==> src/ilp_pkg.sv <==
// Package for the integer literal parser: payload structs, item classes,
// status codes and character constants.
// Depends on nothing; every other file of the block imports it.
package ilp_pkg;

  // Configuration port widths and register indexes.
  localparam int unsigned CfgIdxW  = 8;
  localparam int unsigned CfgDataW = 8;
  localparam logic [CfgIdxW-1:0] CfgIdxIsSigned  = 8'd0;
  localparam logic [CfgIdxW-1:0] CfgIdxWidthIs64 = 8'd1;

  // Characters with a special role.
  localparam logic [7:0] CharZero  = 8'h30;
  localparam logic [7:0] CharNine  = 8'h39;
  localparam logic [7:0] CharLowA  = 8'h61;
  localparam logic [7:0] CharLowZ  = 8'h7a;
  localparam logic [7:0] CharUpA   = 8'h41;
  localparam logic [7:0] CharUpZ   = 8'h5a;
  localparam logic [7:0] CharMinus = 8'h2d;
  localparam logic [7:0] CharPlus  = 8'h2b;
  localparam logic [7:0] CharLowX  = 8'h78;
  localparam logic [7:0] CharUpX   = 8'h58;

  // Digit value of the first letter.
  localparam logic [5:0] LetterBase = 6'd10;

  // Result status codes.
  typedef enum logic [2:0] {
    StOk       = 3'd0,
    StEmpty    = 3'd1,
    StSign     = 3'd2,
    StNoDigits = 3'd3,
    StPrefix   = 3'd4,
    StBadDigit = 3'd5,
    StOverflow = 3'd6,
    StRange    = 3'd7
  } status_e;

  // Character classes that steer the parser apart from the digit value.
  typedef enum logic [1:0] {
    ClsOther = 2'd0,
    ClsPlus  = 2'd1,
    ClsMinus = 2'd2,
    ClsX     = 2'd3
  } char_cls_e;

  // Input item as it arrives on the port.
  typedef struct packed {
    logic [7:0] char_byte;
    logic       has_char;
    logic       last;
  } in_item_t;

  // Result item as it leaves on the port.
  typedef struct packed {
    logic [63:0] magnitude;
    logic        negative;
    status_e     status;
  } res_item_t;

  // Classified item held in the queue between front and back.
  typedef struct packed {
    logic      has_char;
    logic      last;
    char_cls_e cls;
    logic      digit_ok;
    logic [5:0] digit;
  } cls_item_t;

  // Configuration registers as seen by the back end.
  typedef struct packed {
    logic is_signed;
    logic width_is_64;
  } cfg_t;

endpackage

==> src/ilp_front.sv <==
// Front end of the integer literal parser: classifies each character into
// a digit value and a sign/prefix class and hands it to the queue.
// Depends on ilp_pkg.
module ilp_front import ilp_pkg::*; (
  input  logic      in_valid_i,
  output logic      in_ready_o,
  input  in_item_t  in_data_i,
  output logic      push_valid_o,
  input  logic      push_ready_i,
  output cls_item_t push_data_o
);

  logic [7:0] c;

  assign c = in_data_i.char_byte;

  // The transfer goes straight on into the queue.
  assign push_valid_o = in_valid_i;
  assign in_ready_o   = push_ready_i;

  // Digit value in bases up to 36 and character class.
  always_comb begin
    push_data_o.has_char = in_data_i.has_char;
    push_data_o.last     = in_data_i.last;
    push_data_o.digit_ok = 1'b1;
    push_data_o.digit    = '0;
    if (c >= CharZero && c <= CharNine) begin
      push_data_o.digit = 6'(c - CharZero);
    end else if (c >= CharLowA && c <= CharLowZ) begin
      push_data_o.digit = 6'(c - CharLowA) + LetterBase;
    end else if (c >= CharUpA && c <= CharUpZ) begin
      push_data_o.digit = 6'(c - CharUpA) + LetterBase;
    end else begin
      push_data_o.digit_ok = 1'b0;
    end

    if (c == CharPlus) begin
      push_data_o.cls = ClsPlus;
    end else if (c == CharMinus) begin
      push_data_o.cls = ClsMinus;
    end else if (c == CharLowX || c == CharUpX) begin
      push_data_o.cls = ClsX;
    end else begin
      push_data_o.cls = ClsOther;
    end
  end

endmodule

==> src/ilp_queue.sv <==
// Short first-in first-out queue between the front and back of the parser.
// Depends on ilp_pkg only by convention; the payload is a plain bit vector.
module ilp_queue import ilp_pkg::*; #(
  parameter int unsigned Width = 8,
  parameter int unsigned Depth = 2
) (
  input  logic             clk_i,
  input  logic             rst_ni,
  input  logic             push_valid_i,
  output logic             push_ready_o,
  input  logic [Width-1:0] push_data_i,
  output logic             pop_valid_o,
  input  logic             pop_ready_i,
  output logic [Width-1:0] pop_data_o
);

  localparam int unsigned PtrW = (Depth > 1) ? $clog2(Depth) : 1;
  localparam int unsigned CntW = $clog2(Depth + 1);
  localparam logic [PtrW-1:0] LastPtr = PtrW'(Depth - 1);
  localparam logic [CntW-1:0] FullCnt = CntW'(Depth);

  logic [Width-1:0] mem_q [Depth];
  logic [PtrW-1:0]  wr_ptr_q, wr_ptr_d, rd_ptr_q, rd_ptr_d;
  logic [CntW-1:0]  count_q, count_d;
  logic             push, pop;

  assign push_ready_o = (count_q != FullCnt);
  assign pop_valid_o  = (count_q != '0);
  assign push         = push_valid_i && push_ready_o;
  assign pop          = pop_valid_o && pop_ready_i;
  assign pop_data_o   = mem_q[rd_ptr_q];

  // Pointer and fill count update.
  always_comb begin
    wr_ptr_d = wr_ptr_q;
    rd_ptr_d = rd_ptr_q;
    count_d  = count_q;
    if (push) begin
      wr_ptr_d = (wr_ptr_q == LastPtr) ? '0 : wr_ptr_q + 1'b1;
    end
    if (pop) begin
      rd_ptr_d = (rd_ptr_q == LastPtr) ? '0 : rd_ptr_q + 1'b1;
    end
    if (push && !pop) begin
      count_d = count_q + 1'b1;
    end else if (pop && !push) begin
      count_d = count_q - 1'b1;
    end
  end

  always_ff @(posedge clk_i or negedge rst_ni) begin
    if (!rst_ni) begin
      wr_ptr_q <= '0;
      rd_ptr_q <= '0;
      count_q  <= '0;
    end else begin
      wr_ptr_q <= wr_ptr_d;
      rd_ptr_q <= rd_ptr_d;
      count_q  <= count_d;
    end
  end

  // Storage needs no reset.
  always_ff @(posedge clk_i) begin
    if (push) begin
      mem_q[wr_ptr_q] <= push_data_i;
    end
  end

endmodule

==> src/ilp_back.sv <==
// Back end of the integer literal parser: the literal state machine, the
// 64-bit accumulator, the range check and the result register.
// Depends on ilp_pkg.
module ilp_back import ilp_pkg::*; (
  input  logic      clk_i,
  input  logic      rst_ni,
  input  cfg_t      cfg_i,
  input  logic      item_valid_i,
  output logic      item_ready_o,
  input  cls_item_t item_i,
  output logic      res_valid_o,
  input  logic      res_ready_i,
  output res_item_t res_o
);

  typedef enum logic [2:0] {
    PhStart, PhAfterSign, PhZero, PhPrefixX, PhDigits, PhHalted
  } phase_e;

  typedef enum logic [1:0] {
    RadixDec, RadixOct, RadixHex
  } radix_e;

  localparam logic [5:0] Radix10 = 6'd10;
  localparam logic [5:0] Radix8  = 6'd8;
  localparam logic [5:0] Radix16 = 6'd16;

  phase_e      phase_q, phase_d;
  radix_e      radix_q, radix_d, radix_step;
  logic [63:0] acc_q, acc_d;
  logic        minus_q, minus_d;
  status_e     err_q, err_d;
  logic        res_valid_q, res_valid_d;
  res_item_t   res_q, res_d;

  logic        take;
  logic [5:0]  radix_val;
  logic [67:0] prod, sum;
  logic        bad_digit, overflow, is_zero_char;
  logic        out_of_range;

  // A non-final item never waits; a final one waits for room in the result register.
  assign item_ready_o = !item_i.last || !res_valid_q || res_ready_i;
  assign take         = item_valid_i && item_ready_o;
  assign res_valid_o  = res_valid_q;
  assign res_o        = res_q;

  assign is_zero_char = item_i.digit_ok && (item_i.digit == '0);

  // Radix a digit in this step would be taken in.
  always_comb begin
    case (phase_q)
      PhStart, PhAfterSign: radix_step = RadixDec;
      PhZero:               radix_step = RadixOct;
      default:              radix_step = radix_q;
    endcase
    case (radix_step)
      RadixHex: radix_val = Radix16;
      RadixOct: radix_val = Radix8;
      default:  radix_val = Radix10;
    endcase
  end

  // Multiply-add by a constant radix as shifts and adds; carry out of bit 63 is overflow.
  always_comb begin
    case (radix_step)
      RadixHex: prod = {acc_q, 4'b0};
      RadixOct: prod = {1'b0, acc_q, 3'b0};
      default:  prod = {1'b0, acc_q, 3'b0} + {3'b0, acc_q, 1'b0};
    endcase
    sum       = prod + {62'b0, item_i.digit};
    bad_digit = !item_i.digit_ok || (item_i.digit >= radix_val);
    overflow  = (sum[67:64] != '0);
  end

  // Character step, then the end-of-literal check on the updated state.
  always_comb begin
    phase_d      = phase_q;
    radix_d      = radix_q;
    acc_d        = acc_q;
    minus_d      = minus_q;
    err_d        = err_q;
    res_valid_d  = res_valid_q && !res_ready_i;
    res_d        = res_q;
    out_of_range = 1'b0;

    if (take && item_i.has_char) begin
      if (phase_q == PhStart && (item_i.cls == ClsPlus || item_i.cls == ClsMinus)) begin
        if (!cfg_i.is_signed) begin
          err_d   = StSign;
          phase_d = PhHalted;
        end else begin
          minus_d = (item_i.cls == ClsMinus);
          phase_d = PhAfterSign;
        end
      end else if ((phase_q == PhStart || phase_q == PhAfterSign) && is_zero_char) begin
        phase_d = PhZero;
      end else if (phase_q == PhZero && item_i.cls == ClsX) begin
        radix_d = RadixHex;
        phase_d = PhPrefixX;
      end else if (phase_q != PhHalted) begin
        // Ordinary digit in the current radix.
        radix_d = radix_step;
        phase_d = PhDigits;
        if (err_q == StOk) begin
          if (bad_digit) begin
            err_d = StBadDigit;
          end else if (overflow) begin
            err_d = StOverflow;
          end else begin
            acc_d = sum[63:0];
          end
        end
      end
    end

    if (take && item_i.last) begin
      // Range check against the configured width and signedness.
      if (cfg_i.is_signed) begin
        if (cfg_i.width_is_64) begin
          out_of_range = minus_d ? (acc_d[63] && (acc_d[62:0] != '0)) : acc_d[63];
        end else begin
          out_of_range = minus_d ? ((acc_d[63:32] != '0) || (acc_d[31] && (acc_d[30:0] != '0)))
                                 : (acc_d[63:31] != '0);
        end
      end else begin
        out_of_range = !cfg_i.width_is_64 && (acc_d[63:32] != '0);
      end

      case (phase_d)
        PhStart:     res_d.status = StEmpty;
        PhAfterSign: res_d.status = StNoDigits;
        PhPrefixX:   res_d.status = StPrefix;
        PhHalted:    res_d.status = err_d;
        default: begin
          if (err_d != StOk) begin
            res_d.status = err_d;
          end else if (out_of_range) begin
            res_d.status = StRange;
          end else begin
            res_d.status = StOk;
          end
        end
      endcase
      res_d.magnitude = (res_d.status == StOk) ? acc_d : '0;
      res_d.negative  = minus_d;
      res_valid_d     = 1'b1;

      // Back to the start of a new literal.
      phase_d = PhStart;
      radix_d = RadixDec;
      acc_d   = '0;
      minus_d = 1'b0;
      err_d   = StOk;
    end
  end

  always_ff @(posedge clk_i or negedge rst_ni) begin
    if (!rst_ni) begin
      phase_q     <= PhStart;
      radix_q     <= RadixDec;
      acc_q       <= '0;
      minus_q     <= 1'b0;
      err_q       <= StOk;
      res_valid_q <= 1'b0;
    end else begin
      phase_q     <= phase_d;
      radix_q     <= radix_d;
      acc_q       <= acc_d;
      minus_q     <= minus_d;
      err_q       <= err_d;
      res_valid_q <= res_valid_d;
    end
  end

  // Result payload needs no reset.
  always_ff @(posedge clk_i) begin
    res_q <= res_d;
  end

endmodule

==> src/integer_literal_parser.sv <==
// Channel   | Signals                                | Moves
// ----------+----------------------------------------+----------------------------
// input     | in_valid_i, in_ready_o, in_data_i      | one character per transfer
// output    | out_valid_o, out_ready_i, out_data_o   | one result per literal
// config    | cfg_valid_i, cfg_ready_o, cfg_index_i, | one register write
//           | cfg_data_i                             |
//
// One character is taken every cycle; the 64-bit multiply-add by the radix
// in the back end sets that step. With the back end free, the final character
// is stored in the queue, then its result in the result register. Reset
// returns to the start of a literal with signed 64-bit range. The queue lets
// input keep flowing while a result waits; input stalls only when the queue is full.
//
// Top level of the integer literal parser; depends on ilp_pkg, ilp_front,
// ilp_queue and ilp_back.
module integer_literal_parser import ilp_pkg::*; #(
  parameter int unsigned QueueDepth = 2
) (
  input  logic                clk_i,
  input  logic                rst_ni,
  input  logic                in_valid_i,
  output logic                in_ready_o,
  input  in_item_t            in_data_i,
  output logic                out_valid_o,
  input  logic                out_ready_i,
  output res_item_t           out_data_o,
  input  logic                cfg_valid_i,
  output logic                cfg_ready_o,
  input  logic [CfgIdxW-1:0]  cfg_index_i,
  input  logic [CfgDataW-1:0] cfg_data_i
);

  cfg_t      cfg_q, cfg_d;
  logic      push_valid, push_ready;
  cls_item_t push_data, pop_data;
  logic      pop_valid, pop_ready;

  // Configuration registers; writes beyond the list are dropped.
  assign cfg_ready_o = 1'b1;

  always_comb begin
    cfg_d = cfg_q;
    if (cfg_valid_i) begin
      case (cfg_index_i)
        CfgIdxIsSigned:  cfg_d.is_signed   = cfg_data_i[0];
        CfgIdxWidthIs64: cfg_d.width_is_64 = cfg_data_i[0];
        default:         cfg_d = cfg_q;
      endcase
    end
  end

  always_ff @(posedge clk_i or negedge rst_ni) begin
    if (!rst_ni) begin
      cfg_q <= '{is_signed: 1'b1, width_is_64: 1'b1};
    end else begin
      cfg_q <= cfg_d;
    end
  end

  // Character classification.
  ilp_front u_front (
    .in_valid_i   (in_valid_i),
    .in_ready_o   (in_ready_o),
    .in_data_i    (in_data_i),
    .push_valid_o (push_valid),
    .push_ready_i (push_ready),
    .push_data_o  (push_data)
  );

  // Decoupling queue.
  ilp_queue #(
    .Width ($bits(cls_item_t)),
    .Depth (QueueDepth)
  ) u_queue (
    .clk_i        (clk_i),
    .rst_ni       (rst_ni),
    .push_valid_i (push_valid),
    .push_ready_o (push_ready),
    .push_data_i  (push_data),
    .pop_valid_o  (pop_valid),
    .pop_ready_i  (pop_ready),
    .pop_data_o   (pop_data)
  );

  // Parsing state machine and result register.
  ilp_back u_back (
    .clk_i        (clk_i),
    .rst_ni       (rst_ni),
    .cfg_i        (cfg_q),
    .item_valid_i (pop_valid),
    .item_ready_o (pop_ready),
    .item_i       (pop_data),
    .res_valid_o  (out_valid_o),
    .res_ready_i  (out_ready_i),
    .res_o        (out_data_o)
  );

`ifndef ASSERT_OFF
  // A failed literal never reports a value.
  a_err_no_magnitude: assert property (@(posedge clk_i) disable iff (!rst_ni)
    out_valid_o && (out_data_o.status != StOk) |-> (out_data_o.magnitude == '0))
    else $error("nonzero magnitude on a failed literal");

  // An empty literal cannot have seen a minus sign.
  a_empty_not_negative: assert property (@(posedge clk_i) disable iff (!rst_ni)
    out_valid_o && (out_data_o.status == StEmpty) |-> !out_data_o.negative)
    else $error("empty literal flagged negative");

  // A new result comes only from an item taken out of the queue.
  a_result_from_queue: assert property (@(posedge clk_i) disable iff (!rst_ni)
    $rose(out_valid_o) |-> $past(pop_valid && pop_ready && pop_data.last))
    else $error("result without a final queued item");
`endif

endmodule
==> config.mk <==
export PLATFORM = sky130hd
export DESIGN_NAME = integer_literal_parser
export DESIGN_NICKNAME = d
export VERILOG_FILES = /design/src/ilp_pkg.sv /design/src/ilp_front.sv /design/src/ilp_queue.sv /design/src/ilp_back.sv /design/src/integer_literal_parser.sv
export SDC_FILE = /design/constraint.sdc
export NUM_CORES = 1
export LEC_CHECK = 0
export BUFFER_PORTS_ARGS = -buffer_cell sky130_fd_sc_hd__buf_2
export CAP_MARGIN = 20
export CORE_AREA = 2 2 225 227
export CTS_BUF_LIST = sky130_fd_sc_hd__clkbuf_8
export DETAILED_ROUTE_END_ITERATION = 16
export DIE_AREA = 0 0 227 229
export SYNTH_ARGS = -nofsm -noshare
export SYNTH_HDL_FRONTEND = slang
export SYNTH_SLANG_ARGS = --single-unit
export TNS_END_PERCENT = 10
==> constraint.sdc <==
create_clock -name clk_i -period 7.3 [get_ports clk_i]
set_input_delay 0.365 -clock clk_i [delete_from_list [all_inputs] [get_ports clk_i]]
set_output_delay 0.365 -clock clk_i [all_outputs]
set_load 0.02 [all_outputs]
==> out/summary.txt <==
Seq. cell area - 0.004707 mm^2
Die height - 229 um
Total gr overflow - 0
Port bufs - 93
Initial antenna violation count - 1
Routed WL per cell - 20.40 um
Synth area leaders - edfxtp_1 (17%), dfrtp_1 (12%), ha_1 (6.6%)
Reg clk slew, reported paths - 100 ps
Max VDD drop - 0.4087 mV
Post-synthesis sequential area ratio - 29.03%
Ys flop type - edfxtp_1
Share of cells above drive strength 1 - 14.77%
RSZ-0062 raised after global routing - false
Max-slew headroom - 36.57%
F_max - 0.1436 GHz
TritonCTS clock tree - yes
Worst Setup Start Kind - register
Die footprint - 0.05198 mm^2
Status - completed
Post-Synthesis Cells - 1998
Synth cell types - 96
LEAKAGE - 0.006879 uW
Layout area overhead - 9.986%
Vias in the first global route - 15670
Final instance count without filler cells - 2725
Number of H-tree branching levels - 4
Post-synth EDFFs - 90
Starting density of the core - 32.65%
Post-synth ARST share - 47.06%
Avg Cell Area, Syn - 8.115 um^2
Synthesized Nets - 2116
Least-Margin Pin Slew - 951.5 ps
Routed Antenna Nets - 0
PD cells - 313.2 mW/mm^2
Crit path required time - 7530 ps
IO Pins - 102
# rows - 82
Vias per std cell - 6.004
Yosys warns - 0
Drt drc - 0
# Max-Cap Violations - 0
Final period util - 95.41%
Setup tns final - 0 ps
Clock sink total - 170
Cell accounting for the most synthesized area - edfxtp_1
CTS max path bufs - 2
Die W - 227 um
Dpl cells - 2689
Initial drt markers - 1474
Crit. End Element - register
Dpl hpwl - 42950 um
Mapped Area - 0.01621 mm^2
Critical path peak fanout - 44
Critical Path AT - 7200 ps
First-pass GRT wire length - 86950 um
Final Hold Viols - 0
Core ar. - 0.04966 mm^2
Root Driver - clkbuf_8
Gpl congestion - 0.9921
Nets@finish - 2157
Fillers - 5185
Slew Limit Fails - 0
Largest net degree at the start of global routing - 108
Drt pass-1 iters - 6
Setup Skew - 18.62 ps
Via count - 16360
Gr usage total - 21.12%
Synth Register Bits - 170
Worst min path class - in2reg
Crit Path Category - reg2reg
Total Wirelength - 55580 um
Worst-Skew Late Latency - 490 ps
Synth top area share - 16.67%
Setup violators final - 0
Area occupied by multi-input gates - 0.01087 mm^2
CTS buffer count - 17
Final Critical Period - 6965 ps
worst paths after layout:
path	start	endpoint	slack [ps]	cells past startpoint
setup / recovery	u_back.acc_q[0]	u_back.res_o[29]	340	21
hold reg to reg	u_queue.wr_ptr_q	u_queue.wr_ptr_q	510	1
hold / removal	in_data_i[0]	u_queue.mem_q[1][9]	70	1
setup reg to reg	u_back.acc_q[0]	u_back.res_o[29]	340	21
max in group asynchronous	rst_ni	u_back.acc_q[12]	5850	3
min in group asynchronous	rst_ni	u_back.acc_q[63]	250	2
flip-flops by register name (all words and copies together) (netlist names):
name and flops:
u_back.radix_q 2, u_back.err_q 3, u_back.res_valid_o 1, u_back.res_o 68, cfg_q 2, u_queue.rd_ptr_q 1
u_back.phase_q 3, u_queue.count_q 2, u_queue.mem_q 22, u_back.minus_q 1, u_back.acc_q 64, u_queue.wr_ptr_q 1
timing repair:
action,CTS,global route
hold endpoints to repair,13,0
hold buffers,1,0
gates resized for setup,0,6
endpoints found under the setup margin,0,64
buffers inserted,0,1
placed cells by master (no fill, tap or decap), types with 9 or more instances in the layout:
| cell type | instances |
|---|---|
| a211oi_1 | 24 |
| a21o_1 | 26 |
| a21oi_1 | 172 |
| a221o_1 | 17 |
| a221oi_1 | 37 |
| a22oi_1 | 17 |
| a31oi_1 | 28 |
| and2_1 | 11 |
| and3_1 | 17 |
| buf_2 | 92 |
| buf_4 | 44 |
| clkbuf_8 | 17 |
| dfrtp_1 | 78 |
| edfxtp_1 | 90 |
| ha_1 | 83 |
| inv_1 | 40 |
| mux2_2 | 14 |
| mux2i_1 | 54 |
| nand2_1 | 170 |
| nand2b_1 | 19 |
| nand3_1 | 57 |
| nand4_1 | 71 |
| nor2_1 | 252 |
| nor2_2 | 61 |
| nor2b_1 | 12 |
| nor3_1 | 54 |
| nor4_1 | 35 |
| o211ai_1 | 18 |
| o21a_1 | 13 |
| o21ai_0 | 98 |
| o31ai_1 | 10 |
| or2_2 | 9 |
| or3_1 | 17 |
| or4_1 | 11 |
| xnor2_1 | 51 |
| xor2_1 | 33 |
critical path, cell delays in order (launching register included):
cell      delay [ps]
dfrtp_1          450
ha_1             270
fa_1             450
a211oi_2         370
o21ai_4          190
a211oi_1         580
o21a_1           320
o211a_1          330
nor4b_2          410
nor2b_1          200
buf_4            170
nand2_1          190
nor3_1           390
nand4_1          180
xnor2_1          370
nand4_1          300
mux2i_1          270
o21ai_0          390
o311ai_4         210
o211ai_4         240
buf_12           290
nor2_2            60
metal layers:
| layer | global-route usage (%) | up-vias | wire [um] |
|---|---|---|---|
| met3 | 2.142 | 92 | 3405 |
| met2 | 33.89 | 597 | 25740 |
| met1 | 29.48 | 8041 | 24810 |
| met4 | 7.373 | 0 | 1617 |
| li1 | - | 7631 | - |
| met5 | 0 | - | 0 |
cell usage after synthesis (19+ instances only):
library cell	number
nor4_1	35
a211oi_1	26
o21ai_0	98
a21oi_1	172
xnor2_1	51
mux2i_1	54
a221oi_1	37
nand2b_1	19
nand2_1	170
inv_1	39
a21o_1	26
ha_1	85
xor2_1	33
dfrtp_1	78
nand4_1	71
nor2_1	254
buf_1	21
nand3_1	57
nor3_1	55
edfxtp_1	90
nor2_2	61
buf_2	31
clkbuf_1	56
a31oi_1	28
cell families (layout without fill, tap and decap cells):
family                     after synthesis  after routing  share of synthesized area, %
AOI/OAI and AO/OA                      563            563                         23.62
DFF                                    170            170                         29.03
and+or+nand+nor                        866            866                         27.34
other                                    1              2                       0.02313
muxes                                   68             68                         4.306
adders and majority gates               88             88                         6.868
xor gates and xnor gates                84             84                         4.538
buffers and inverters                  158            212                         4.268
metrics by stage:
step	total power, uW	hold slack [ps]	utilization (%)	cell area, um^2	setup WS (ps)
after floorplan	3924	69.41	-	16220	111.5
after global placement	4746	224.7	34.96	17360	468.7
after detailed placement	4796	227.7	34.96	17360	400.6
after CTS	5526	34.77	35.79	17770	349.2
after global routing	5957	49.27	35.91	17830	21.44
final	5584	69.13	35.91	17830	335.2
power by group:
part,internal (uW),switching [uW]
Sequential,1300,130
Clock,312,396
Combinational,1160,2290
Total,2770,2810
final cells by class:
type                    instances  area share, %
diodes                          1        0.01403
clock buffers                  17          1.312
clock inverters                15         0.9402
inverters                      40         0.8420
multi-input cells            1670          60.98
flip-flops and latches        170          26.40
well taps                     672          4.715
repair buffers                140          4.799
Power figures use the tool's default switching activity.
